[src/hw/rtl/run_nearest_rssi_match_assert.svh]
// ----------------------------------------------------------------------------
// run_nearest_rssi_match_assert.svh
// Assertion macros shared by the run_nearest_rssi_match RTL.
// ----------------------------------------------------------------------------
`ifndef RUN_NEAREST_RSSI_MATCH_ASSERT_SVH
`define RUN_NEAREST_RSSI_MATCH_ASSERT_SVH

`ifndef ASSERT_OFF

// Property must hold on every clock edge outside reset.
`define RNRM_ASSERT(label, clk, rst_n, prop, msg) \
	label: assert property (@(posedge clk) disable iff (!rst_n) (prop)) else $error(msg);

// Expression must never be true outside reset.
`define RNRM_ASSERT_NEVER(label, clk, rst_n, expr, msg) \
	label: assert property (@(posedge clk) disable iff (!rst_n) !(expr)) else $error(msg);

`else

`define RNRM_ASSERT(label, clk, rst_n, prop, msg)
`define RNRM_ASSERT_NEVER(label, clk, rst_n, expr, msg)

`endif

`endif

[src/hw/rtl/rnrm_pkg.sv]
// ----------------------------------------------------------------------------
// rnrm_pkg
// Types and constants for the nearest-strength run matcher.
// ----------------------------------------------------------------------------
`timescale 1ns / 1ps
`default_nettype none

package rnrm_pkg;

	localparam int RSSI_W = 12;
	localparam int DIFF_W = 13;
	localparam int DIST_W = 24;
	localparam int VAR_W  = 16;

	localparam int PADDR_W = 3;
	localparam int PDATA_W = 32;

	// Register indexes (paddr[2])
	localparam logic REG_TARGET_RSSI = 1'b0;
	localparam logic REG_MATCH_RANGE = 1'b1;

	localparam logic signed [RSSI_W-1:0] TARGET_RSSI_RST = -12'sd960;
	localparam logic [RSSI_W-1:0]        MATCH_RANGE_RST = 12'd32;

	typedef struct packed {
		logic signed [RSSI_W-1:0] rssi;
		logic [DIST_W-1:0]        distance;
		logic [VAR_W-1:0]         variance;
		logic                     last;
	} point_t;

	typedef struct packed {
		logic signed [RSSI_W-1:0] target_rssi;
		logic [RSSI_W-1:0]        match_range;
	} cfg_t;

	typedef struct packed {
		logic              emit;
		logic [DIST_W-1:0] distance;
		logic [VAR_W-1:0]  variance;
	} result_t;

endpackage

`default_nettype wire

[src/hw/rtl/rnrm_match.sv]
// ----------------------------------------------------------------------------
// rnrm_match
// Run tracking: strength difference, window check, best-point state.
// ----------------------------------------------------------------------------
`timescale 1ns / 1ps
`default_nettype none

`include "run_nearest_rssi_match_assert.svh"

module rnrm_match (
	input  wire                        clk,
	input  wire                        arst_n,
	input  wire                        step,
	input  wire rnrm_pkg::point_t      pt,
	input  wire rnrm_pkg::cfg_t        cfg,
	output rnrm_pkg::result_t          res
);

	logic                              in_run_q;
	logic [rnrm_pkg::DIFF_W-1:0]       best_diff_q;
	logic [rnrm_pkg::DIST_W-1:0]       best_dist_q;
	logic [rnrm_pkg::VAR_W-1:0]        best_var_q;

	logic signed [rnrm_pkg::DIFF_W-1:0] delta;
	logic [rnrm_pkg::DIFF_W-1:0]        diff;
	logic                               in_window;
	logic                               take;

	// 13-bit signed difference; magnitude is at most 4095
	assign delta    = {pt.rssi[rnrm_pkg::RSSI_W-1], pt.rssi}
	                - {cfg.target_rssi[rnrm_pkg::RSSI_W-1], cfg.target_rssi};
	assign diff     = delta[rnrm_pkg::DIFF_W-1] ? rnrm_pkg::DIFF_W'(-delta)
	                                            : rnrm_pkg::DIFF_W'(delta);
	assign in_window = diff < {1'b0, cfg.match_range};
	// earlier point wins a tie
	assign take     = in_window && (!in_run_q || diff < best_diff_q);

	assign res.emit     = step && !in_window && in_run_q;
	assign res.distance = best_dist_q;
	assign res.variance = best_var_q;

	always_ff @(posedge clk or negedge arst_n) begin
		if (!arst_n) begin
			in_run_q    <= 1'b0;
			best_diff_q <= '0;
			best_dist_q <= '0;
			best_var_q  <= '0;
		end else if (step) begin
			if (pt.last || (!in_window && in_run_q)) begin
				in_run_q    <= 1'b0;
				best_diff_q <= '0;
				best_dist_q <= '0;
				best_var_q  <= '0;
			end else if (in_window) begin
				in_run_q <= 1'b1;
				if (take) begin
					best_diff_q <= diff;
					best_dist_q <= pt.distance;
					best_var_q  <= pt.variance;
				end
			end
		end
	end

	`RNRM_ASSERT(a_emit_needs_run, clk, arst_n, res.emit |-> in_run_q, "emit without open run")
	`RNRM_ASSERT(a_last_closes_run, clk, arst_n, (step && pt.last) |=> !in_run_q, "run open after last")
	`RNRM_ASSERT(a_idle_state_clear, clk, arst_n, !in_run_q |-> (best_diff_q == '0), "stale best diff")

endmodule

`default_nettype wire

[src/hw/rtl/run_nearest_rssi_match.sv]
// ----------------------------------------------------------------------------
// run_nearest_rssi_match
// Reports the closest-strength point of each run inside the target window.
// ----------------------------------------------------------------------------
//   Input channel (in_valid/in_stall) carries one map point per transaction:
//   point_rssi, point_distance, point_variance and is_last.
//   Output channel (out_valid/out_stall) carries one transaction per finished
//   run: match_distance and match_variance of the kept point.
//   A run ends on the first point outside the window; a run still open when
//   is_last arrives on a point inside the window is dropped; is_last always
//   clears the run state. An accepted point waits in the input register; the
//   result it closes is captured in the result register and drives out_valid.
//   Throughput: one point per cycle while unstalled, set by the single compare
//   stage between the input register and the run-state/result registers.
//   When the receiver stalls, the result register holds and one more point
//   waits in the input register; in_stall rises only when both are full.
//   Reset (arst_n low) empties both registers, closes any run and loads the
//   register defaults: target_rssi -960, match_range 32.
//   Registers (APB): 0x0 target_rssi, 0x4 match_range; write only while idle.
// ----------------------------------------------------------------------------
`timescale 1ns / 1ps
`default_nettype none

`include "run_nearest_rssi_match_assert.svh"

module run_nearest_rssi_match (
	input  wire                                  clk,
	input  wire                                  arst_n,

	// APB register port
	input  wire                                  psel,
	input  wire                                  penable,
	input  wire                                  pwrite,
	input  wire  [rnrm_pkg::PADDR_W-1:0]         paddr,
	input  wire  [rnrm_pkg::PDATA_W-1:0]         pwdata,
	output logic [rnrm_pkg::PDATA_W-1:0]         prdata,
	output logic                                 pready,

	// point input
	input  wire                                  in_valid,
	output logic                                 in_stall,
	input  wire  signed [rnrm_pkg::RSSI_W-1:0]   point_rssi,
	input  wire  [rnrm_pkg::DIST_W-1:0]          point_distance,
	input  wire  [rnrm_pkg::VAR_W-1:0]           point_variance,
	input  wire                                  is_last,

	// match output
	output logic                                 out_valid,
	input  wire                                  out_stall,
	output logic [rnrm_pkg::DIST_W-1:0]          match_distance,
	output logic [rnrm_pkg::VAR_W-1:0]           match_variance
);

	rnrm_pkg::cfg_t    cfg_q;
	rnrm_pkg::point_t  point_s1;
	logic              valid_s1;
	logic              out_valid_q;
	logic [rnrm_pkg::DIST_W-1:0] out_dist_q;
	logic [rnrm_pkg::VAR_W-1:0]  out_var_q;

	logic              advance;   // output register can take a new value
	logic              step;      // input-register point is evaluated
	logic              cfg_wr;
	rnrm_pkg::result_t res;

	// ---------------- register port ----------------
	assign pready = 1'b1;
	assign cfg_wr = psel && penable && pwrite;

	always_ff @(posedge clk or negedge arst_n) begin
		if (!arst_n) begin
			cfg_q.target_rssi <= rnrm_pkg::TARGET_RSSI_RST;
			cfg_q.match_range <= rnrm_pkg::MATCH_RANGE_RST;
		end else if (cfg_wr) begin
			unique case (paddr[2])
				rnrm_pkg::REG_TARGET_RSSI: begin
					cfg_q.target_rssi <= pwdata[rnrm_pkg::RSSI_W-1:0];
				end
				rnrm_pkg::REG_MATCH_RANGE: begin
					cfg_q.match_range <= pwdata[rnrm_pkg::RSSI_W-1:0];
				end
				default: begin
				end
			endcase
		end
	end

	always_comb begin
		unique case (paddr[2])
			rnrm_pkg::REG_TARGET_RSSI: begin
				prdata = {{(rnrm_pkg::PDATA_W-rnrm_pkg::RSSI_W){1'b0}}, cfg_q.target_rssi};
			end
			rnrm_pkg::REG_MATCH_RANGE: begin
				prdata = {{(rnrm_pkg::PDATA_W-rnrm_pkg::RSSI_W){1'b0}}, cfg_q.match_range};
			end
			default: begin
				prdata = '0;
			end
		endcase
	end

	// ---------------- flow control ----------------
	// The input register drains whenever the result register is free or being
	// taken; it refills in the same cycle, so points stream one per clock.
	assign advance  = !out_valid_q || !out_stall;
	assign in_stall = valid_s1 && !advance;
	assign step     = valid_s1 && advance;

	always_ff @(posedge clk or negedge arst_n) begin
		if (!arst_n) begin
			valid_s1 <= 1'b0;
		end else if (!in_stall) begin
			valid_s1 <= in_valid;
		end
	end

	always_ff @(posedge clk) begin
		if (in_valid && !in_stall) begin
			point_s1.rssi     <= point_rssi;
			point_s1.distance <= point_distance;
			point_s1.variance <= point_variance;
			point_s1.last     <= is_last;
		end
	end

	// ---------------- run tracking ----------------
	rnrm_match u_match (
		.clk    (clk),
		.arst_n (arst_n),
		.step   (step),
		.pt     (point_s1),
		.cfg    (cfg_q),
		.res    (res)
	);

	// ---------------- result register ----------------
	always_ff @(posedge clk or negedge arst_n) begin
		if (!arst_n) begin
			out_valid_q <= 1'b0;
		end else if (advance) begin
			out_valid_q <= res.emit;
		end
	end

	always_ff @(posedge clk) begin
		if (res.emit) begin
			out_dist_q <= res.distance;
			out_var_q  <= res.variance;
		end
	end

	assign out_valid      = out_valid_q;
	assign match_distance = out_dist_q;
	assign match_variance = out_var_q;

	// ---------------- checks ----------------
	`RNRM_ASSERT(a_stall_only_when_full, clk, arst_n, in_stall |-> (valid_s1 && out_valid_q), "stall with room")
	`RNRM_ASSERT(a_point_kept, clk, arst_n, (valid_s1 && !advance) |=> valid_s1, "stalled point lost")
	`RNRM_ASSERT(a_result_from_step, clk, arst_n, $rose(out_valid_q) |-> $past(step), "result without point")

endmodule

`default_nettype wire
[config.mk]
export PLATFORM = sky130hd
export DESIGN_NAME = run_nearest_rssi_match
export DESIGN_NICKNAME = d
export VERILOG_FILES = /design/src/hw/rtl/rnrm_pkg.sv /design/src/hw/rtl/rnrm_match.sv /design/src/hw/rtl/run_nearest_rssi_match.sv
export VERILOG_INCLUDE_DIRS = /design/src /design/src/hw/rtl
export SDC_FILE = /design/constraint.sdc
export NUM_CORES = 1
export LEC_CHECK = 0
export BUFFER_PORTS_ARGS = -buffer_cell sky130_fd_sc_hd__buf_4
export CORE_MARGIN = 5
export CORE_UTILIZATION = 38
export CTS_BUF_LIST = sky130_fd_sc_hd__clkbuf_8
export DETAILED_ROUTE_END_ITERATION = 8
export PLACE_DENSITY = 0.7
export SYNTH_ARGS = -nofsm -noshare
export SYNTH_HDL_FRONTEND = slang
export SYNTH_SLANG_ARGS = --single-unit
[constraint.sdc]
create_clock -name clk -period 7.1 [get_ports clk]
set_clock_uncertainty 0.2 [all_clocks]
set_input_delay 1.065 -clock clk [delete_from_list [all_inputs] [get_ports clk]]
set_output_delay 1.065 -clock clk [all_outputs]
set_load 0.05 [all_outputs]
==> results of run 1 <==
==> power by group <==
group          internal (mW)  total [mW]  switching, mW
sequential              1.36        1.47          0.117
clock                  0.282       0.732          0.450
combinational          0.591        1.50          0.907
==> registers in the layout, summed over array words and instances, names as in the netlist <==
name and flops:
match_variance 16, match_distance 24, valid_s1 1, u_match.best_dist_q 24, point_s1 53, out_valid 1
u_match.best_diff_q 13, u_match.in_run_q 1, u_match.best_var_q 16, cfg_q 24
==> metal layers <==
metal  routed length (um)  up-vias  global-route usage, %
met1                 6780     2299                   17.5
met3                  667       15                   2.91
met4                  291        0                   4.63
met2                 8160      108                   23.9
li1                     -     2296                      -
met5                    0        -                      0
==> cell usage in the layout (no fill, tap or decap), types with 11 or more instances in the layout <==
cell type  synthesis  layout
buf_4             22     128
edfxtp_1          93      93
dfrtp_1           76      76
a22o_1            52      52
inv_1             41      41
ha_1              36      36
nand2_1           33      33
mux2_2            25      25
o21ai_0           21      21
conb_1             2      21
clkbuf_8           0      17
nor2_1            16      16
a21o_1            11      11
a21oi_1           11      11
==> worst max-delay path, cell delays in order (launching register included) <==
cell       delay [ns]
dfrtp_1          0.42
ha_1             0.26
fa_1             0.43
and2b_1          0.29
o2111ai_2        0.18
a211oi_1         0.50
o21ai_1          0.19
a21oi_1          0.47
nor2_1           0.12
xnor2_1          0.30
ha_1             0.31
a21o_1           0.18
a31oi_1          0.14
o21ai_0          0.13
a21oi_1          0.21
a21boi_0         0.12
o311a_1          0.13
or4_2            1.16
a22o_1           0.36
==> final timing paths <==
kind	slack, ns	to	cells past startpoint	startpoint
min reg2reg	0.26	match_distance[2]	0	u_match.best_dist_q[2]
max reg2reg	0.83	u_match.best_dist_q[2]	18	cfg_q[12]
max in group asynchronous	5.27	u_match.best_dist_q[7]	2	arst_n
max	0.83	u_match.best_dist_q[2]	18	cfg_q[12]
min	0.26	match_distance[2]	0	u_match.best_dist_q[2]
min in group asynchronous	0.29	cfg_q[16]	1	arst_n
==> logic make-up after synthesis <==
group	after synthesis
buffers and inverters	80
flip-flops	173
XOR/XNOR	13
AND/OR/NAND/NOR	96
adder cells (fa/ha/maj)	37
multiplexers	25
other	2
AO/OA/AOI/OAI	134
==> cell type report <==
class	count	area, um^2	area share [%]
well taps	265	332	3.61
flip-flops and latches	173	4800	52.2
multi-input cells	326	2490	27.1
repair buffers	129	981	10.7
inverters	42	158	1.71
clock buffers	17	234	2.54
clock inverters	15	204	2.22
==> impl_metrics.tcl, run 1 <==
set metrics [dict create \
    io_pins 170 \
    grt_pass1_vias 4745 \
    ir_drop_mv 0.231 \
    maxCapViolCount 0 \
    avgSynthCellArea_um2 13.6 \
    rsz0062_at_grt "no" \
    ys.flop_type "edfxtp_1" \
    drt_pass1_iterations 4 \
    detailed_place_hpwl_mm 11.1 \
    start_util_pct 39.0 \
    fin_setup_tns_ns 0 \
    p_leak_nw 4.00 \
    fp.dieH_um 152 \
    area_growth_pct 20.5 \
    clk_latency_ns 0.46 \
    cts_max_level 4 \
    place_inst 935 \
    postCtsHoldBufs 0 \
    fmax_ghz 0.159 \
    critical_path_required_ns 7.24 \
    place_area_um2 8760 \
    post_route_cells_drive_above_1_share_pct 28.9 \
    dr_total_vias 4718 \
    fin_cells 967 \
    rows 51 \
    yosys.area.top_type "edfxtp_1" \
    clockBufferDepth 2 \
    synth_fa_ha_area_share_pct 6.16 \
    min-delay-path-class "flip-flop to flip-flop" \
    design_power_total_mw 3.70 \
    worstPathMaxFanout 53 \
    fillers 1743 \
    worst_slew_pin_slew_ns 1.07 \
    setup_viol 0 \
    status "finished clean" \
    synth_top_area_share_pct 36.6 \
    die_x_um 152 \
    grt_max_degree 57 \
    cts_buffers 17 \
    drt_iter0_drc 248 \
    gr-total-overflow 0 \
    syn_area_um2 7630 \
    postCtsResizedCells 0 \
    viasPerCell 4.88 \
    synth_cells 560 \
    synth-seq-cells 173 \
    drc 0 \
    routedWlPerCell_um 16.4 \
    maxSlewViolCount 0 \
    cts_root_buffer "clkbuf_8" \
    post_cts_buffers 0 \
    fin_util_pct 46.9 \
    synth_most_common_cell "edfxtp_1" \
    synth_top_family_by_area "compound AO/OA/AOI/OAI gates" \
    critPathKind "flip-flop to flip-flop" \
    grt_pass1_wl_mm 24.8 \
    wirelength_mm 15.9 \
    track_usage_pct 13.9 \
    worst_slack_ns 0.826 \
    port_buffers 126 \
    antenna_left 0 \
    fin_area_um2 9200 \
    fin_hold_ws_ns 0.259 \
    period_share_pct 88.4 \
    cts_tree "built" \
    final_hold_viol_count 0 \
    finalCriticalPeriod_ns 6.27 \
    dieArea_um2 23000 \
    place_congestion 0.775 \
    cts_num_sinks 173 \
    muxShareOfSynthArea_pct 3.69 \
    timing.slew.headroom_pct 28.6 \
    netlist_top_cells_count "edfxtp_1 (93), dfrtp_1 (76), a22o_1 (52), inv_1 (41), ha_1 (36)" \
    synth_edf_count 93 \
    powerDensity_nw_per_um2 403 \
    ys_types 64 \
    async_flop_share_pct 46.2 \
    cp-end-kind "flip-flop" \
    synth_compound_area_share_pct 13.6 \
    yosysSeqAreaShare_pct 62.9 \
    layout.nets 821 \
    preCtsSetupSlack_ns 0.798 \
    core_um2 19600 \
    synth_xor_area_share_pct 1.49 \
    yosys.area_share.simple_pct 6.49 \
    ys_warn_count 0 \
    synth.area.top_cells "edfxtp_1 (37%), dfrtp_1 (25%), a22o_1 (6.0%)" \
    clkSlewWorstSetupHoldPaths_ns 0.11 \
    critPathArrivalTime_ns 6.41 \
    diodes 0 \
    antenna_found_initial 0 \
    cp-start-kind "flip-flop" \
]
Power figures use the tool's default switching activity.
==> run 2: changes to the inputs <==
--- a/config.mk
+++ b/config.mk
@@ -7,11 +7,13 @@
 export NUM_CORES = 1
 export LEC_CHECK = 0
 export BUFFER_PORTS_ARGS = -buffer_cell sky130_fd_sc_hd__buf_4
+export CORE_ASPECT_RATIO = 0.6
 export CORE_MARGIN = 5
 export CORE_UTILIZATION = 38
 export CTS_BUF_LIST = sky130_fd_sc_hd__clkbuf_8
 export DETAILED_ROUTE_END_ITERATION = 8
 export PLACE_DENSITY = 0.7
+export SLEW_MARGIN = 20
 export SYNTH_ARGS = -nofsm -noshare
 export SYNTH_HDL_FRONTEND = slang
 export SYNTH_SLANG_ARGS = --single-unit
==> run 2 against run 1 <==
Net effect:
- register-to-register slack got worse by 0.17 ns
- global-route usage grew 0.92 points
- sequential cell count did not move
- die area increased by 0.40%
- via count grew 0.17%
==> impl_metrics.tcl, run 2 (synthesis results as in run 1) <==
set metrics [dict create \
    rows 40 \
    dieArea_um2 23100 \
    preCtsSetupSlack_ns 0.802 \
    cp_num_buf_inv 1 \
    layout.nets 823 \
    antenna_left 0 \
    detailed_place_hpwl_mm 11.9 \
    cts_tree "built" \
    fin_util_pct 46.0 \
    critical_path_required_ns 7.26 \
    timing.slew.headroom_pct 33.9 \
    cts_buffers 17 \
    io_pins 170 \
    cts_max_level 4 \
    fp.dieH_um 120 \
    worstPathMaxFanout 42 \
    min-delay-path-class "input port to asynchronous set/reset pin" \
    grt_pass1_vias 4664 \
    rsz0062_at_grt "no" \
    period_share_pct 90.7 \
    maxCapViolCount 0 \
    clkSlewWorstSetupHoldPaths_ns 0.10 \
    fillers 1813 \
    final_cell_mix "buf_4 (131), edfxtp_1 (93), dfrtp_1 (76)" \
    powerDensity_nw_per_um2 401 \
    drt_iter0_drc 296 \
    worst_slew_pin_slew_ns 0.991 \
    grt_pass1_wl_mm 25.9 \
    ir_drop_mv 0.156 \
    final_hold_viol_count 0 \
    critPathKind "flip-flop to flip-flop" \
    status "finished clean" \
    dr_total_vias 4726 \
    drc 0 \
    fin_cells 977 \
    clockBufferDepth 2 \
    cts_root_buffer "clkbuf_8" \
    gr-total-overflow 0 \
    clk_latency_ns 0.48 \
    track_usage_pct 14.8 \
    area_growth_pct 19.8 \
    start_util_pct 38.4 \
    place_congestion 0.802 \
    maxSlewViolCount 0 \
    crit_slowest_cell "or4_2" \
    grt_max_degree 60 \
    p_leak_nw 3.98 \
    final_common_cell "buf_4" \
    setup_viol 0 \
    fmax_ghz 0.155 \
    postCtsHoldBufs 0 \
    drt_pass1_iterations 4 \
    regMostFlops "point_s1" \
    cp_cell_sequence "ha_1 -> fa_1 -> and2b_1 -> o2111ai_2 -> a211oi_1 -> o21ai_1 -> a21oi_1 -> nor2_1 -> xnor2_1 -> ha_1 -> a21o_1 -> a31oi_1 -> o21ai_0 -> a21oi_1 -> a21boi_0 -> o311a_1 -> or4_2 -> buf_4 -> a22o_1" \
    routedWlPerCell_um 17.1 \
    core_um2 19900 \
    worst_slack_ns 0.659 \
    viasPerCell 4.84 \
    fin_setup_tns_ns 0 \
    postCtsResizedCells 0 \
    place_inst 945 \
    finalCriticalPeriod_ns 6.44 \
    design_power_total_mw 3.67 \
    cts_num_sinks 173 \
    largest_register_ff_count 53 \
    cp-start-kind "flip-flop" \
    critPathArrivalTime_ns 6.60 \
    wirelength_mm 16.7 \
    port_buffers 126 \
    slowest_delay_ns 0.86 \
    post_cts_buffers 0 \
    cp-end-kind "flip-flop" \
    critical_path.top_delay_family "compound AO/OA/AOI/OAI gates" \
    die_x_um 193 \
    diodes 0 \
    antenna_found_initial 0 \
    post_route_cells_drive_above_1_share_pct 29.0 \
]
-- run 2: changes by cell type in the layout (fill, tap and decap cells not counted), sizes merged --
| cell | change |
|---|---|
| clkinv | +1 |
| bufinv | +1 |
| clkinvlp | +3 |
| inv | -5 |
| buf | +2 |
-- run 2: power by group --
group          total [mW]  switching, mW  internal, mW
combinational        1.52          0.934         0.589
clock               0.664          0.382         0.281
sequential           1.48          0.124          1.36
total                3.67           1.44          2.23
-- run 2: through the flow --
stage / cell area, um^2 / hold WS (ns)
floorplan: 7700 / 0.226
global placement: 8770 / 0.238
detailed placement: 8770 / 0.236
CTS: 9140 / 0.225
global route: 9140 / 0.238
finish: 9140 / 0.257
-- run 2: worst paths after layout --
check	startpoint	to	slack [ns]	depth (start not counted)
setup / recovery	cfg_q[12]	u_match.best_dist_q[14]	0.66	19
max in group asynchronous	arst_n	cfg_q[16]	5.32	2
hold reg to reg	u_match.best_dist_q[15]	match_distance[15]	0.26	0
setup reg to reg	cfg_q[12]	u_match.best_dist_q[14]	0.66	19
min in group clk	u_match.best_dist_q[15]	match_distance[15]	0.26	0
hold / removal	arst_n	u_match.best_dist_q[3]	0.26	1
-- run 2: metal layers --
metal / routed length [um] / track usage, % / vias to the layer above / part of all wire [%]
met3: 1200 / 4.74 / 17 / 7.2
li1: - / - / 2297 / -
met4: 256 / 4.47 / 0 / 1.5
met5: 0 / 0 / - / 0
met2: 6800 / 19.7 / 127 / 41
met1: 8450 / 22.8 / 2285 / 51
-- run 2: cell type report --
cell class	instances	area, um^2	share of cell area [%]
Clock inverter	15	139	1.52
Multi-Input combinational cell	326	2490	27.2
Tap cell	273	342	3.74
Sequential cell	173	4800	52.5
Timing Repair Buffer	131	983	10.8
Inverter	42	158	1.72
Clock buffer	17	234	2.56
-- run 2: worst reg2reg max path, stage by stage, from the launching register on --
cell       delay, ns
dfrtp_1         0.41
ha_1            0.26
fa_1            0.43
and2b_1         0.30
o2111ai_2       0.17
a211oi_1        0.48
o21ai_1         0.19
a21oi_1         0.50
nor2_1          0.11
xnor2_1         0.35
ha_1            0.32
a21o_1          0.18
a31oi_1         0.28
o21ai_0         0.17
a21oi_1         0.20
a21boi_0        0.13
o311a_1         0.15
or4_2           0.86
buf_4           0.37
a22o_1          0.27
